--- config.mk ---
export PLATFORM = sky130hd
export DESIGN_NAME = pcr_cell
export DESIGN_NICKNAME = d
export VERILOG_FILES = /design/src/sv/pcr_pkg.sv /design/src/sv/pcr_cell.sv
export SDC_FILE = /design/constraint.sdc
export NUM_CORES = 1
export LEC_CHECK = 0
export BUFFER_PORTS_ARGS = -buffer_cell sky130_fd_sc_hd__buf_2
export CORE_MARGIN = 5
export CORE_UTILIZATION = 30
export CTS_CLUSTER_SIZE = 8
export DETAILED_ROUTE_END_ITERATION = 8
export PLACE_DENSITY = 0.61
export SETUP_SLACK_MARGIN = 0.1
export SLEW_MARGIN = 15
export SYNTH_ARGS = -nofsm -noshare
export SYNTH_HDL_FRONTEND = slang
export SYNTH_SLANG_ARGS = --single-unit
export TNS_END_PERCENT = 50
--- constraint.sdc ---
create_clock -name clk -period 4.2 [get_ports clk]
set_clock_uncertainty 0.05 [all_clocks]
set_input_delay 0.42 -clock clk [delete_from_list [all_inputs] [get_ports clk]]
set_output_delay 0.42 -clock clk [all_outputs]
set_load 0.02 [all_outputs]
--- src/sv/pcr_pkg.sv ---
package pcr_pkg;

  localparam int ENTRIES = 256;
  localparam int IDX_W   = $clog2(ENTRIES);
  localparam int CNT_W   = $clog2(ENTRIES + 1);
  localparam int COLOR_W = 32;
  localparam int FUNC_W  = 2;
  localparam int MATCH_W = 8;

  localparam logic [FUNC_W-1:0] FN_LOAD_KEY = 2'd0;
  localparam logic [FUNC_W-1:0] FN_LOAD_PAL = 2'd1;
  localparam logic [FUNC_W-1:0] FN_REMAP    = 2'd2;

  // pixel request travelling along the key cells
  typedef struct packed {
    logic               vld;
    logic [COLOR_W-1:0] color;
    logic [IDX_W-1:0]   idx;
    logic               found;
  } pcr_tok_t;

  // key table write, broadcast to every cell
  typedef struct packed {
    logic               we;
    logic [IDX_W-1:0]   addr;
    logic [COLOR_W-1:0] data;
  } pcr_kwr_t;

  function automatic logic [MATCH_W-1:0] match_bits(input logic [IDX_W-1:0] idx);
    logic [IDX_W+MATCH_W-1:0] ext;
    ext = {{MATCH_W{1'b0}}, idx};
    return ext[MATCH_W-1:0];
  endfunction

endpackage

--- src/sv/pcr_cell.sv ---
module pcr_cell import pcr_pkg::*; (
  input  logic             clk,
  input  logic             rst_n,
  input  logic             adv,
  input  logic [IDX_W-1:0] cell_idx,
  input  logic [CNT_W-1:0] key_count,
  input  pcr_kwr_t         kwr,
  input  pcr_tok_t         tok_in,
  output pcr_tok_t         tok_out
);

  logic [COLOR_W-1:0] key_r;
  pcr_tok_t           tok_r;
  pcr_tok_t           tok_nxt;
  logic               key_vld;
  logic               hit;

  assign key_vld = {1'b0, cell_idx} < key_count;
  assign hit     = tok_in.vld && key_vld && (key_r == tok_in.color);

  always_comb begin
    tok_nxt = tok_in;
    if (hit) begin
      tok_nxt.idx   = cell_idx;
      tok_nxt.found = 1'b1;
    end
  end

  always_ff @(posedge clk) begin
    if (kwr.we && (kwr.addr == cell_idx)) begin
      key_r <= kwr.data;
    end
  end

  always_ff @(posedge clk) begin
    if (!rst_n) begin
      tok_r.vld <= 1'b0;
    end else if (adv) begin
      tok_r <= tok_nxt;
    end
  end

  assign tok_out = tok_r;

endmodule

== After elaboration in Yosys (flattened, before gate mapping) ==
Cells that the tools add are included.
W data, S select, Z words.

* $lt $le $gt $ge: 1
* Equal/unequal tests: 2
* Muxes and demuxes: 1
* Reduce and logical (&&, ||, !) cells: 4

{| class="wikitable"
|+ Operator list
! cell !! number
|-
| $eq A32 B32 Y1 || 1
|-
| $lt A8 B9 Y1 || 1
|-
| $mux W9 || 1
|-
| $eq A8 B8 Y1 || 1
|-
| $logic_and A1 B1 Y1 || 3
|-
| $reduce_and A2 Y1 || 1
|}

* Register bits: 74
* Input bits: 103
* Output and inout port bits: 42
* Logic and storage cells: 13

== Depth between registers and ports, before layout ==
Gate-level depths: netlist (run 1).

* Depth in word-level cells: 4
* Depth in mapped cells: 7
* Gate-level depth less buffers: 7

== Least setup slack after synthesis (run 1) ==
No wires, ideal clock.

* Path type: input to register
* From: input key_count[6]
* To: register tok_r (netlist bit tok_out[1]), data pin
* Setup time: 260 ps
* Arrival: 1819 ps
* Data required time: 3890 ps
* Setup slack: 2071 ps
* Stages: 7
* Path buffers: 0
* Cells stage by stage: inv_1 -> ha_1 -> a21oi_1 -> nor3b_1 -> nor4_1 -> o2111ai_2 -> mux2_2

{| class="wikitable"
|+ RTL lines
! element !! RTL line !! source
|-
| start, declared || pcr_cell.sv:6 || <nowiki>input logic [CNT_W-1:0] key_count,</nowiki>
|-
| end signal, assigned || pcr_cell.sv:39 || <nowiki>tok_r <= tok_nxt;</nowiki>
|-
| end, declared || pcr_cell.sv:13 || <nowiki>pcr_tok_t tok_r;</nowiki>
|}

==> metrics.cfg, run 1 <==
[die]
die_h_um=109
dieArea_um2=12000
die_x_um=109
row_count=36
coreArea_um2=9730
start_util=0.305
io-pin-count=145

[worst_setup_path]
worstPathArrival_ns=2.20
cp_top_family=simple AND/OR/NAND/NOR gates
worst_setup_path_start_kind=flip-flop
crit_path_cell_trace=xnor2_1 > nand4_1 > nor4_2 > o2111ai_2 > mux2_2
rrSetupSlack_ns=2.04
critPathCaptureType=flip-flop
path_max_fanout=9
worstPathRequired_ns=4.24
crit_buf_inv=0
worst-setup-path-type=reg2reg
critical-path-slowest-cell=nor4_2
cpPeakStageDelay_ns=0.39

[timing]
rsz0062_at_grt=false
hold_ws_ns=0.196
final_hold_viol_count=0
tns_ns=0
worst_pin_slew_ns=1.03
clock.fmax_mhz=463
period_minus_slack_ns=2.16
setup_viol=0
drv_slew=0
slew_headroom=0.311
fin_crit_sh=0.514

[flow_run]
drv_cap=0

[layout]
drive_gt1_frac=0.526
fin_cells=460
diodes=0
nNetsFinal=432
design_area_um2=4070
area_growth_pct=37.2
nFillCells=957

[logic_synthesis]
yosysWarnings=0
synth_seq_cells=74
synth_top_cell_by_area=edfxtp_1
mappedNetlistNets=277
ys.flop_type=edfxtp_1
synth-async-reset-ratio=0
synth_common_cells=73 x edfxtp_1, 36 x xnor2_1, 9 x inv_1, 9 x nand4_1, 8 x mux2_2
synth.area.top_cells=edfxtp_1 74%, xnor2_1 11%, mux2_2 3.0%, ha_1 2.9%, nand4_1 1.9%
synth_top_area_frac=0.738
synth.avg_cell_area_um2=17.8
synth_cell_types=24
synth_most_common_cell=edfxtp_1
syn_inst=167
synth-edff-count=73
syn_area_um2=2970
seq_area_frac_synth=0.745

[grt]
grt_pass1_vias=1994
overflow=0
grt_pass1_wl_um=10200
grt_max_degree=42
antenna_found_initial=0
track_usage=0.117

[place]
dp_cells=444
dp_hpwl_um=5360
placed_area_um2=3860
io_buffers=144
gp_congestion=0.734

[clock_network]
cts_max_level=3
clockBufferDepth=2
clock_latency_ns=0.34
cts_buffers=9
postCtsHoldBufs=0
cts_resized=0
cts.sinks=74
clkTransAtPathRegs_ns=0.08
cts_setup_buffers=0
cts_root_buf=clkbuf_8
cts_tree=yes

[power]
cellLeakagePower_nw=1.63
ir_worst_vdd_uv=212
power_mw=1.61
power.density_nw_per_um2=394

[routing]
num_vias=1933
viasPerCell=4.20
routedWlPerCell_um=15.0
initialDrtViolationCount=65
drt-total-wl_um=6880
drt_pass1_iterations=4
drc_errors=0
ant_nets=0

[min_path]
hold_class=in2reg

[outcome]
status=complete, no violations

-- layer usage --
metal  track usage  share of wire
met4        0.0597          0.019
met1         0.137           0.38
met2         0.189           0.49
met5             0              0
met3        0.0446           0.10
-- where the power goes --
part	total [mW]	internal (mW)	switching [mW]
Sequential	0.849	0.843	0.00633
Combinational	0.173	0.0774	0.0960
Clock	0.584	0.322	0.261
Total	1.61	1.24	0.364
-- final timing paths --
path,to,start,cells after the start
setup / recovery,tok_out[8],key_r[16],5
hold / removal,key_r[4],kwr[4],1
setup reg to reg,tok_out[8],key_r[16],5
hold reg to reg,tok_out[41],tok_out[41],2
-- layout by cell type (no fill, tap or decap), drive strengths merged, types with 2 or more instances in the layout --
cell type  count
xnor2         36
nand3          2
edfxtp        73
clkbuf        12
nor4           3
buf          144
mux2           8
a21oi          3
xor2           4
clkinv         3
nand4          9
inv            9
ha             7
-- flip-flops by register name, summed over array words and instances, names as in the netlist --
signal and cells:
tok_out 42, key_r 32
-- metrics by stage --
step	utilization	setup slack, ns
2_1_floorplan	-	2.07
3_3_place_gp	0.397	1.77
3_5_place_dp	0.397	1.71
4_1_cts	0.419	1.96
5_1_grt	0.419	1.89
6_report	0.419	2.04
-- final cells by class --
| cell class | instances | area, um^2 | share of cell area |
|---|---|---|---|
| clock buffers | 12 | 165 | 0.0406 |
| clock inverters | 4 | 48.8 | 0.0120 |
| inverters | 9 | 33.8 | 0.00829 |
| multi-input cells | 84 | 726 | 0.178 |
| flip-flops and latches | 74 | 2210 | 0.543 |
| well taps | 133 | 166 | 0.0409 |
| repair buffers | 144 | 721 | 0.177 |
-- logic make-up (layout without fill, tap and decap cells) --
family | after synthesis | in the layout | synth area share
buffers and inverters | 9 | 169 | 0.0114
xor gates and xnor gates | 40 | 40 | 0.118
muxes | 9 | 9 | 0.0337
AOI/OAI and AO/OA | 6 | 6 | 0.0143
DFF | 74 | 74 | 0.745
adders and majority gates | 7 | 7 | 0.0295
and+or+nand+nor | 22 | 22 | 0.0480
No activity file was read; power rests on OpenSTA's default activity.
==> run 2, diff against run 1 <==
--- a/config.mk
+++ b/config.mk
@@ -10,7 +10,7 @@
 export CORE_UTILIZATION = 30
 export CTS_CLUSTER_SIZE = 8
 export DETAILED_ROUTE_END_ITERATION = 8
-export PLACE_DENSITY = 0.61
+export PLACE_DENSITY = 0.63
 export SETUP_SLACK_MARGIN = 0.1
 export SLEW_MARGIN = 15
 export SYNTH_ARGS = -nofsm -noshare
==> constraint.sdc (replaced) <==
create_clock -name clk -period 1.8 [get_ports clk]
set_clock_uncertainty 0.05 [all_clocks]
set_input_delay 0.18 -clock clk [delete_from_list [all_inputs] [get_ports clk]]
set_output_delay 0.18 -clock clk [all_outputs]
set_load 0.02 [all_outputs]
==> run 2 against run 1 <==
  * The flow now finishes with violations (setup timing)
  * Sequential share of layout area is 8.3 points lower
  * Final area increased by 18%
  * Hold slack lost 0.16 ns
  * Fmax increased by 9.9%
  * Cell count rose by 17%
  * Non-clock buffer count grew 78
  * Clock-buffer cell count is the same
  * Worst setup slack worse by 2.2 ns
  * Die area unchanged
  * Highest routed layer unchanged
==> metrics.cfg, run 2 (synthesis gave the netlist of run 1 again) <==
[die]
start_util=0.305  ; unchanged
die_x_um=109  ; unchanged
row_count=36  ; unchanged
coreArea_um2=9730  ; unchanged
dieArea_um2=12000  ; unchanged
die_h_um=109  ; unchanged
io-pin-count=145  ; unchanged

[place]
gp_congestion=0.734  ; about the same
placed_area_um2=4010  ; +3.9%
io_buffers=144  ; unchanged
dp_hpwl_um=5510  ; +2.8%

[power]
cellLeakagePower_nw=1.95  ; +20%
power.switching_uw=836  ; +130%
power_mw=3.58  ; +120%
p_comb_frac=0.148  ; +0.040
p_seq_frac=0.554  ; +0.025
pwr-share-clk=0.297  ; -0.066
p_sw_frac=0.234  ; +0.00719
p_int_mw=2.74  ; +120%
power.density_nw_per_um2=745  ; +89%
ir_worst_vdd_uv=467  ; +120%

[timing]
rsz0062_at_grt=true
worst_pin_slew_ns=0.272  ; -0.762 ns
clock.fmax_mhz=509  ; +9.9%
setup_viol=8  ; +8
drv_slew=0  ; unchanged
fin_ws_ns=-0.164  ; -2.21 ns
fin_crit_sh=1.09  ; +0.577
period_minus_slack_ns=1.96  ; -0.194 ns
slew_headroom=0.817  ; +0.507
final_hold_viol_count=0  ; unchanged
hold_ws_ns=0.0355  ; -0.161 ns

[layout]
drive_gt1_frac=0.454  ; -0.0717
design_area_um2=4800  ; +18%
diodes=0  ; unchanged
layout_common_cells=144 x buf_2, 73 x edfxtp_1, 63 x dlygate4sd3_1, 36 x xnor2_1, 11 x buf_4
area_growth_pct=61.8
nFillCells=866  ; -9.5%
nNetsFinal=510  ; +18%
largest_reg_flops=42  ; unchanged
final_common_cell=buf_2

[routing]
routedWlPerCell_um=14.4  ; -3.9%
num_vias=2245  ; +16%
drt_pass1_iterations=4  ; unchanged
drc_errors=0  ; unchanged
initialDrtViolationCount=83  ; +28%
ant_nets=0  ; unchanged
drt-total-wl_um=7730  ; +12%
viasPerCell=4.17  ; -0.70%

[worst_setup_path]
worstPathRequired_ns=1.84  ; -2.40 ns
crit_path_cell_trace=xnor2_1 > nand4_1 > nor4_2 > buf_4 > o2111ai_2 > buf_6 > mux2_2
critPathCaptureType=flip-flop
worstPathArrival_ns=2.00  ; -0.20 ns
worst_setup_path_start_kind=flip-flop
cpPeakStageDelay_ns=0.38  ; about the same
path_max_fanout=9  ; unchanged
critical-path-slowest-cell=edfxtp_1
worst-setup-path-type=reg2reg

[clock_network]
cts_max_level=3  ; unchanged
cts_tree=yes
cts_root_buf=clkbuf_8
clockBufferDepth=2  ; unchanged
clock_latency_ns=0.34  ; about the same
cts_buffers=9  ; unchanged
clkTransAtPathRegs_ns=0.08  ; about the same
cts.sinks=74  ; unchanged

[grt]
grt_pass1_wl_um=11800  ; +15%
grt_max_degree=42  ; unchanged
track_usage=0.133  ; +0.0154
antenna_found_initial=0  ; unchanged
overflow=0  ; unchanged
grt_pass1_vias=2493  ; +25%

[outcome]
status=finished, violations left
violations=setup timing

[min_path]
hold_class=in2reg

[flow_run]
drv_cap=0  ; unchanged

run 2: changes by cell type in the layout (fill, tap and decap cells not counted), sizes merged:
| cell | before | now |
|---|---|---|
| clkinv | 3 | 4 |
| bufinv | 1 | 0 |
| buf | 144 | 159 |
| dlygate4sd3 | 0 | 63 |
run 2: metal layers:
metal,share of wire,wire (um),GRT usage
met1,0.37,2850,0.136
met2,0.53,4120,0.248
met3,0.085,660,0.0464
met4,0.013,102,0.0481
met5,0,0,0
run 2: worst max-delay path, delay by kind of cell, from the launching register on:
kind / cells / cell delay, ns
compound gates: 1 / 0.11
xor+xnor: 1 / 0.17
buf+inv: 2 / 0.31
flops: 1 / 0.38
mux: 1 / 0.27
simple gates: 2 / 0.42
run 2: worst paths after layout:
check                           cells after the start         from          end  slack (ns)
worst max register to register                      7    key_r[15]   tok_out[4]       -0.16
worst min register to register                      2  tok_out[41]  tok_out[41]        0.48
worst min-delay path                                2    tok_in[0]   tok_out[0]        0.04
worst max-delay path                                7    key_r[15]   tok_out[4]       -0.16
run 2: timing repair:
item,CTS,global route
hold buffers,63,0
pin swaps,2,0
cloned,0,0
hold endpoints to repair,63,0
endpoints found under the setup margin,9,9
gates resized for setup,2,0
setup buffers,0,0
run 2: stage by stage:
| step | setup WS, ns | utilization | cells | setup TNS [ns] |
|---|---|---|---|---|
| global placement | -0.323 | 0.412 | 459 | -2.66 |
| global route | -0.281 | 0.494 | 538 | -2.19 |
| floorplan | -0.0199 | - | 167 | -0.159 |
| finish | -0.164 | 0.494 | 538 | -1.23 |
| CTS | -0.210 | 0.494 | 538 | -1.59 |
| detailed placement | -0.370 | 0.412 | 459 | -2.98 |
run 2: layout make-up:
cell class | instances | area [um^2] | share of cell area
inverters | 9 | 33.8 | 0.00703
clock inverters | 4 | 18.8 | 0.00391
multi-input cells | 84 | 732 | 0.152
flip-flops and latches | 74 | 2210 | 0.461
repair buffers | 222 | 1510 | 0.313
well taps | 133 | 166 | 0.0346
clock buffers | 12 | 135 | 0.0281
run 2: power by group through the flow:
| stage | clock, mW | combinational (mW) | sequential [mW] |
|---|---|---|---|
| floorplan | 0 | 0.103 | 2.11 |
| global placement | 0 | 0.423 | 2.02 |
| detailed placement | 0 | 0.428 | 2.02 |
| CTS | 1.12 | 0.535 | 1.98 |
| global route | 1.19 | 0.581 | 1.99 |
| finish | 1.06 | 0.531 | 1.98 |
==> run 3, diff against run 2 <==
--- a/config.mk
+++ b/config.mk
@@ -10,7 +10,7 @@
 export CORE_UTILIZATION = 30
 export CTS_CLUSTER_SIZE = 8
 export DETAILED_ROUTE_END_ITERATION = 8
-export PLACE_DENSITY = 0.63
+export PLACE_DENSITY = 0.61
 export SETUP_SLACK_MARGIN = 0.1
 export SLEW_MARGIN = 15
 export SYNTH_ARGS = -nofsm -noshare
==> constraint.sdc (replaced) <==
create_clock -name clk -period 2.1 [get_ports clk]
set_clock_uncertainty 0.05 [all_clocks]
set_input_delay 0.21 -clock clk [delete_from_list [all_inputs] [get_ports clk]]
set_output_delay 0.21 -clock clk [all_outputs]
set_load 0.02 [all_outputs]
==> run 3 against run 2 <==
  * The flow now finishes without violations
  * Wire length shrank 4.8%
  * Via count is 3.3% lower
  * Cell count down 2.6%
==> metrics.cfg, run 3 (synthesis gave the netlist of run 1 again) <==
[outcome]
status=complete, no violations

[layout]
nFillCells=891  ; +2.9%
layout_common_cells=144 x buf_2, 73 x edfxtp_1, 57 x dlygate4sd3_1, 36 x xnor2_1
fin_cells=524  ; -2.6%
multiInputGateArea_um2=734  ; +0.34%
drive_gt1_frac=0.455  ; +0.000922
largest_reg_flops=42  ; unchanged
register_area_um2=2210  ; unchanged
design_area_um2=4720  ; -1.8%
nNetsFinal=496  ; -2.7%
diodes=0  ; unchanged
area_growth_pct=58.8
final_common_cell=buf_2

[timing]
period_minus_slack_ns=1.99
drv_slew=0  ; unchanged
tns_ns=0  ; +1.23 ns
fin_crit_sh=0.946
clock.fmax_mhz=503
final_hold_viol_count=0  ; unchanged
slew_headroom=0.718  ; -0.0990
setup_viol=0  ; -8
rsz0062_at_grt=true
worst_pin_slew_ns=0.422  ; +0.150 ns

[min_path]
hold_path.startpoint=tok_in[9]
hold_class=in2reg
hold_end=tok_out[9]
min_path_cells=1  ; -1

[worst_setup_path]
worstPathArrival_ns=2.03  ; +0.03 ns
rr_startpoint=key_r[17]
critPathCaptureType=flip-flop
path_max_fanout=5  ; -4
rrSetupSlack_ns=0.14  ; +0.30 ns
critical-path-slowest-cell=dlygate4sd3_1
worstPathRequired_ns=2.14  ; +0.30 ns
worst_setup_path_start_kind=input port
worst-setup-path-type=in2reg
crit_buf_inv=3  ; +1
cp_top_family=buffers and inverters
crit_path_cell_trace=dlygate4sd3_1 > buf_2 > xor2_1 > nor4_1 > o2111ai_2 > buf_4 > mux2_2
worstRegToRegCells=7  ; unchanged
cpPeakStageDelay_ns=0.54  ; +0.16 ns
r2r-end=tok_out[4]

[clock_network]
clockBufferDepth=2  ; unchanged
clkTransAtPathRegs_ns=0.08  ; about the same
cts_buffers=9  ; unchanged
cts_max_level=3  ; unchanged
cts_setup_buffers=0  ; unchanged
cts_tree=yes
cts.sinks=74  ; unchanged
clock_latency_ns=0.34  ; about the same
cts_root_buf=clkbuf_8

[grt]
grt-busiest-layer=met2
grt_use_met3=0.0476  ; +0.00117
antenna_found_initial=0  ; unchanged
track_usage=0.124  ; -0.00921
overflow=0  ; unchanged
grt_max_degree=27  ; -36%
grt_pass1_wl_um=10900  ; -7.6%
met1_usage=0.141  ; +0.00545
grtUsageMet2=0.214  ; -0.0340
grt_pass1_vias=2288  ; -8.2%

[flow_run]
drv_cap=0  ; unchanged

[place]
gp_congestion=0.728  ; -0.78%
io_buffers=144  ; unchanged
placed_area_um2=3940  ; -1.8%
dp_cells=451  ; -1.7%

[routing]
num_vias=2170  ; -3.3%
ant_nets=0  ; unchanged
viasPerCell=4.14  ; -0.76%
drt-total-wl_um=7360  ; -4.8%
initialDrtViolationCount=71  ; -14%
routedWlPerCell_um=14.0  ; -2.3%
drt_pass1_iterations=4  ; unchanged
drc_errors=0  ; unchanged

[die]
die_h_um=109  ; unchanged
io-pin-count=145  ; unchanged
die_x_um=109  ; unchanged
start_util=0.305  ; unchanged
row_count=36  ; unchanged
dieArea_um2=12000  ; unchanged
coreArea_um2=9730  ; unchanged

[power]
p_int_mw=2.47  ; -9.9%
power.density_nw_per_um2=688  ; -7.6%
power.switching_uw=775  ; -7.2%
p_sw_frac=0.239  ; +0.00536
p_comb_frac=0.134  ; -0.014
p_seq_frac=0.523  ; -0.031
ir_worst_vdd_uv=310  ; -34%
cellLeakagePower_nw=1.91  ; -2.1%
pwr-share-clk=0.343  ; +0.046

## run 3: layout make-up
| type | count | share of cell area |
|---|---|---|
| sequential | 74 | 0.469 |
| timing repair buffer | 208 | 0.290 |
| multi-input combinational | 84 | 0.156 |
| tap | 133 | 0.0353 |
| clock buffer | 9 | 0.0263 |
| clock inverter | 7 | 0.0162 |
| inverter | 9 | 0.00716 |
## run 3: how the worst max path moves through the flow
stage          slack (ns)          to  cells past startpoint    startpoint
2_1_floorplan        0.18  tok_out[1]                      7  key_count[6]
3_3_place_gp       -0.004  tok_out[4]                      8   cell_idx[6]
3_5_place_dp        -0.02  tok_out[4]                      8   cell_idx[6]
4_1_cts              0.08  tok_out[4]                      6      key_r[5]
5_1_grt             -0.06  tok_out[4]                      6      key_r[5]
6_report             0.11  tok_out[4]                      7    tok_in[16]
## run 3: power groups by stage
stage | combinational (mW) | sequential [mW] | clock (mW)
after floorplan | 0.0879 | 1.81 | 0
after global placement | 0.355 | 1.73 | 0
after detailed placement | 0.358 | 1.73 | 0
after CTS | 0.438 | 1.70 | 1.17
after global routing | 0.474 | 1.70 | 1.25
final | 0.433 | 1.70 | 1.11
## run 3: layer usage
metal,routed length (um),share of wire
met1,2870,0.39
met5,0,0
met2,3760,0.51
met3,650,0.088
met4,78,0.011
## run 3: metrics by stage
stage               hold slack (ns)  power, mW  utilization  worst slack [ns]
floorplan                     0.259       1.90            -             0.181
global placement              0.337       2.09        0.405          -0.00366
detailed placement            0.338       2.09        0.405           -0.0207
CTS                        -0.00558       3.31        0.483            0.0785
global route                0.00280       3.42        0.485           -0.0608
finish                       0.0299       3.25        0.485             0.114
## run 3: repair_timing
item,in CTS,in global routing
endpoints found under the setup margin,8,8
endpoints found under the hold margin,56,2
pin swaps,1,1
hold buffers,55,2
cloned,0,0
gates resized for setup,1,0
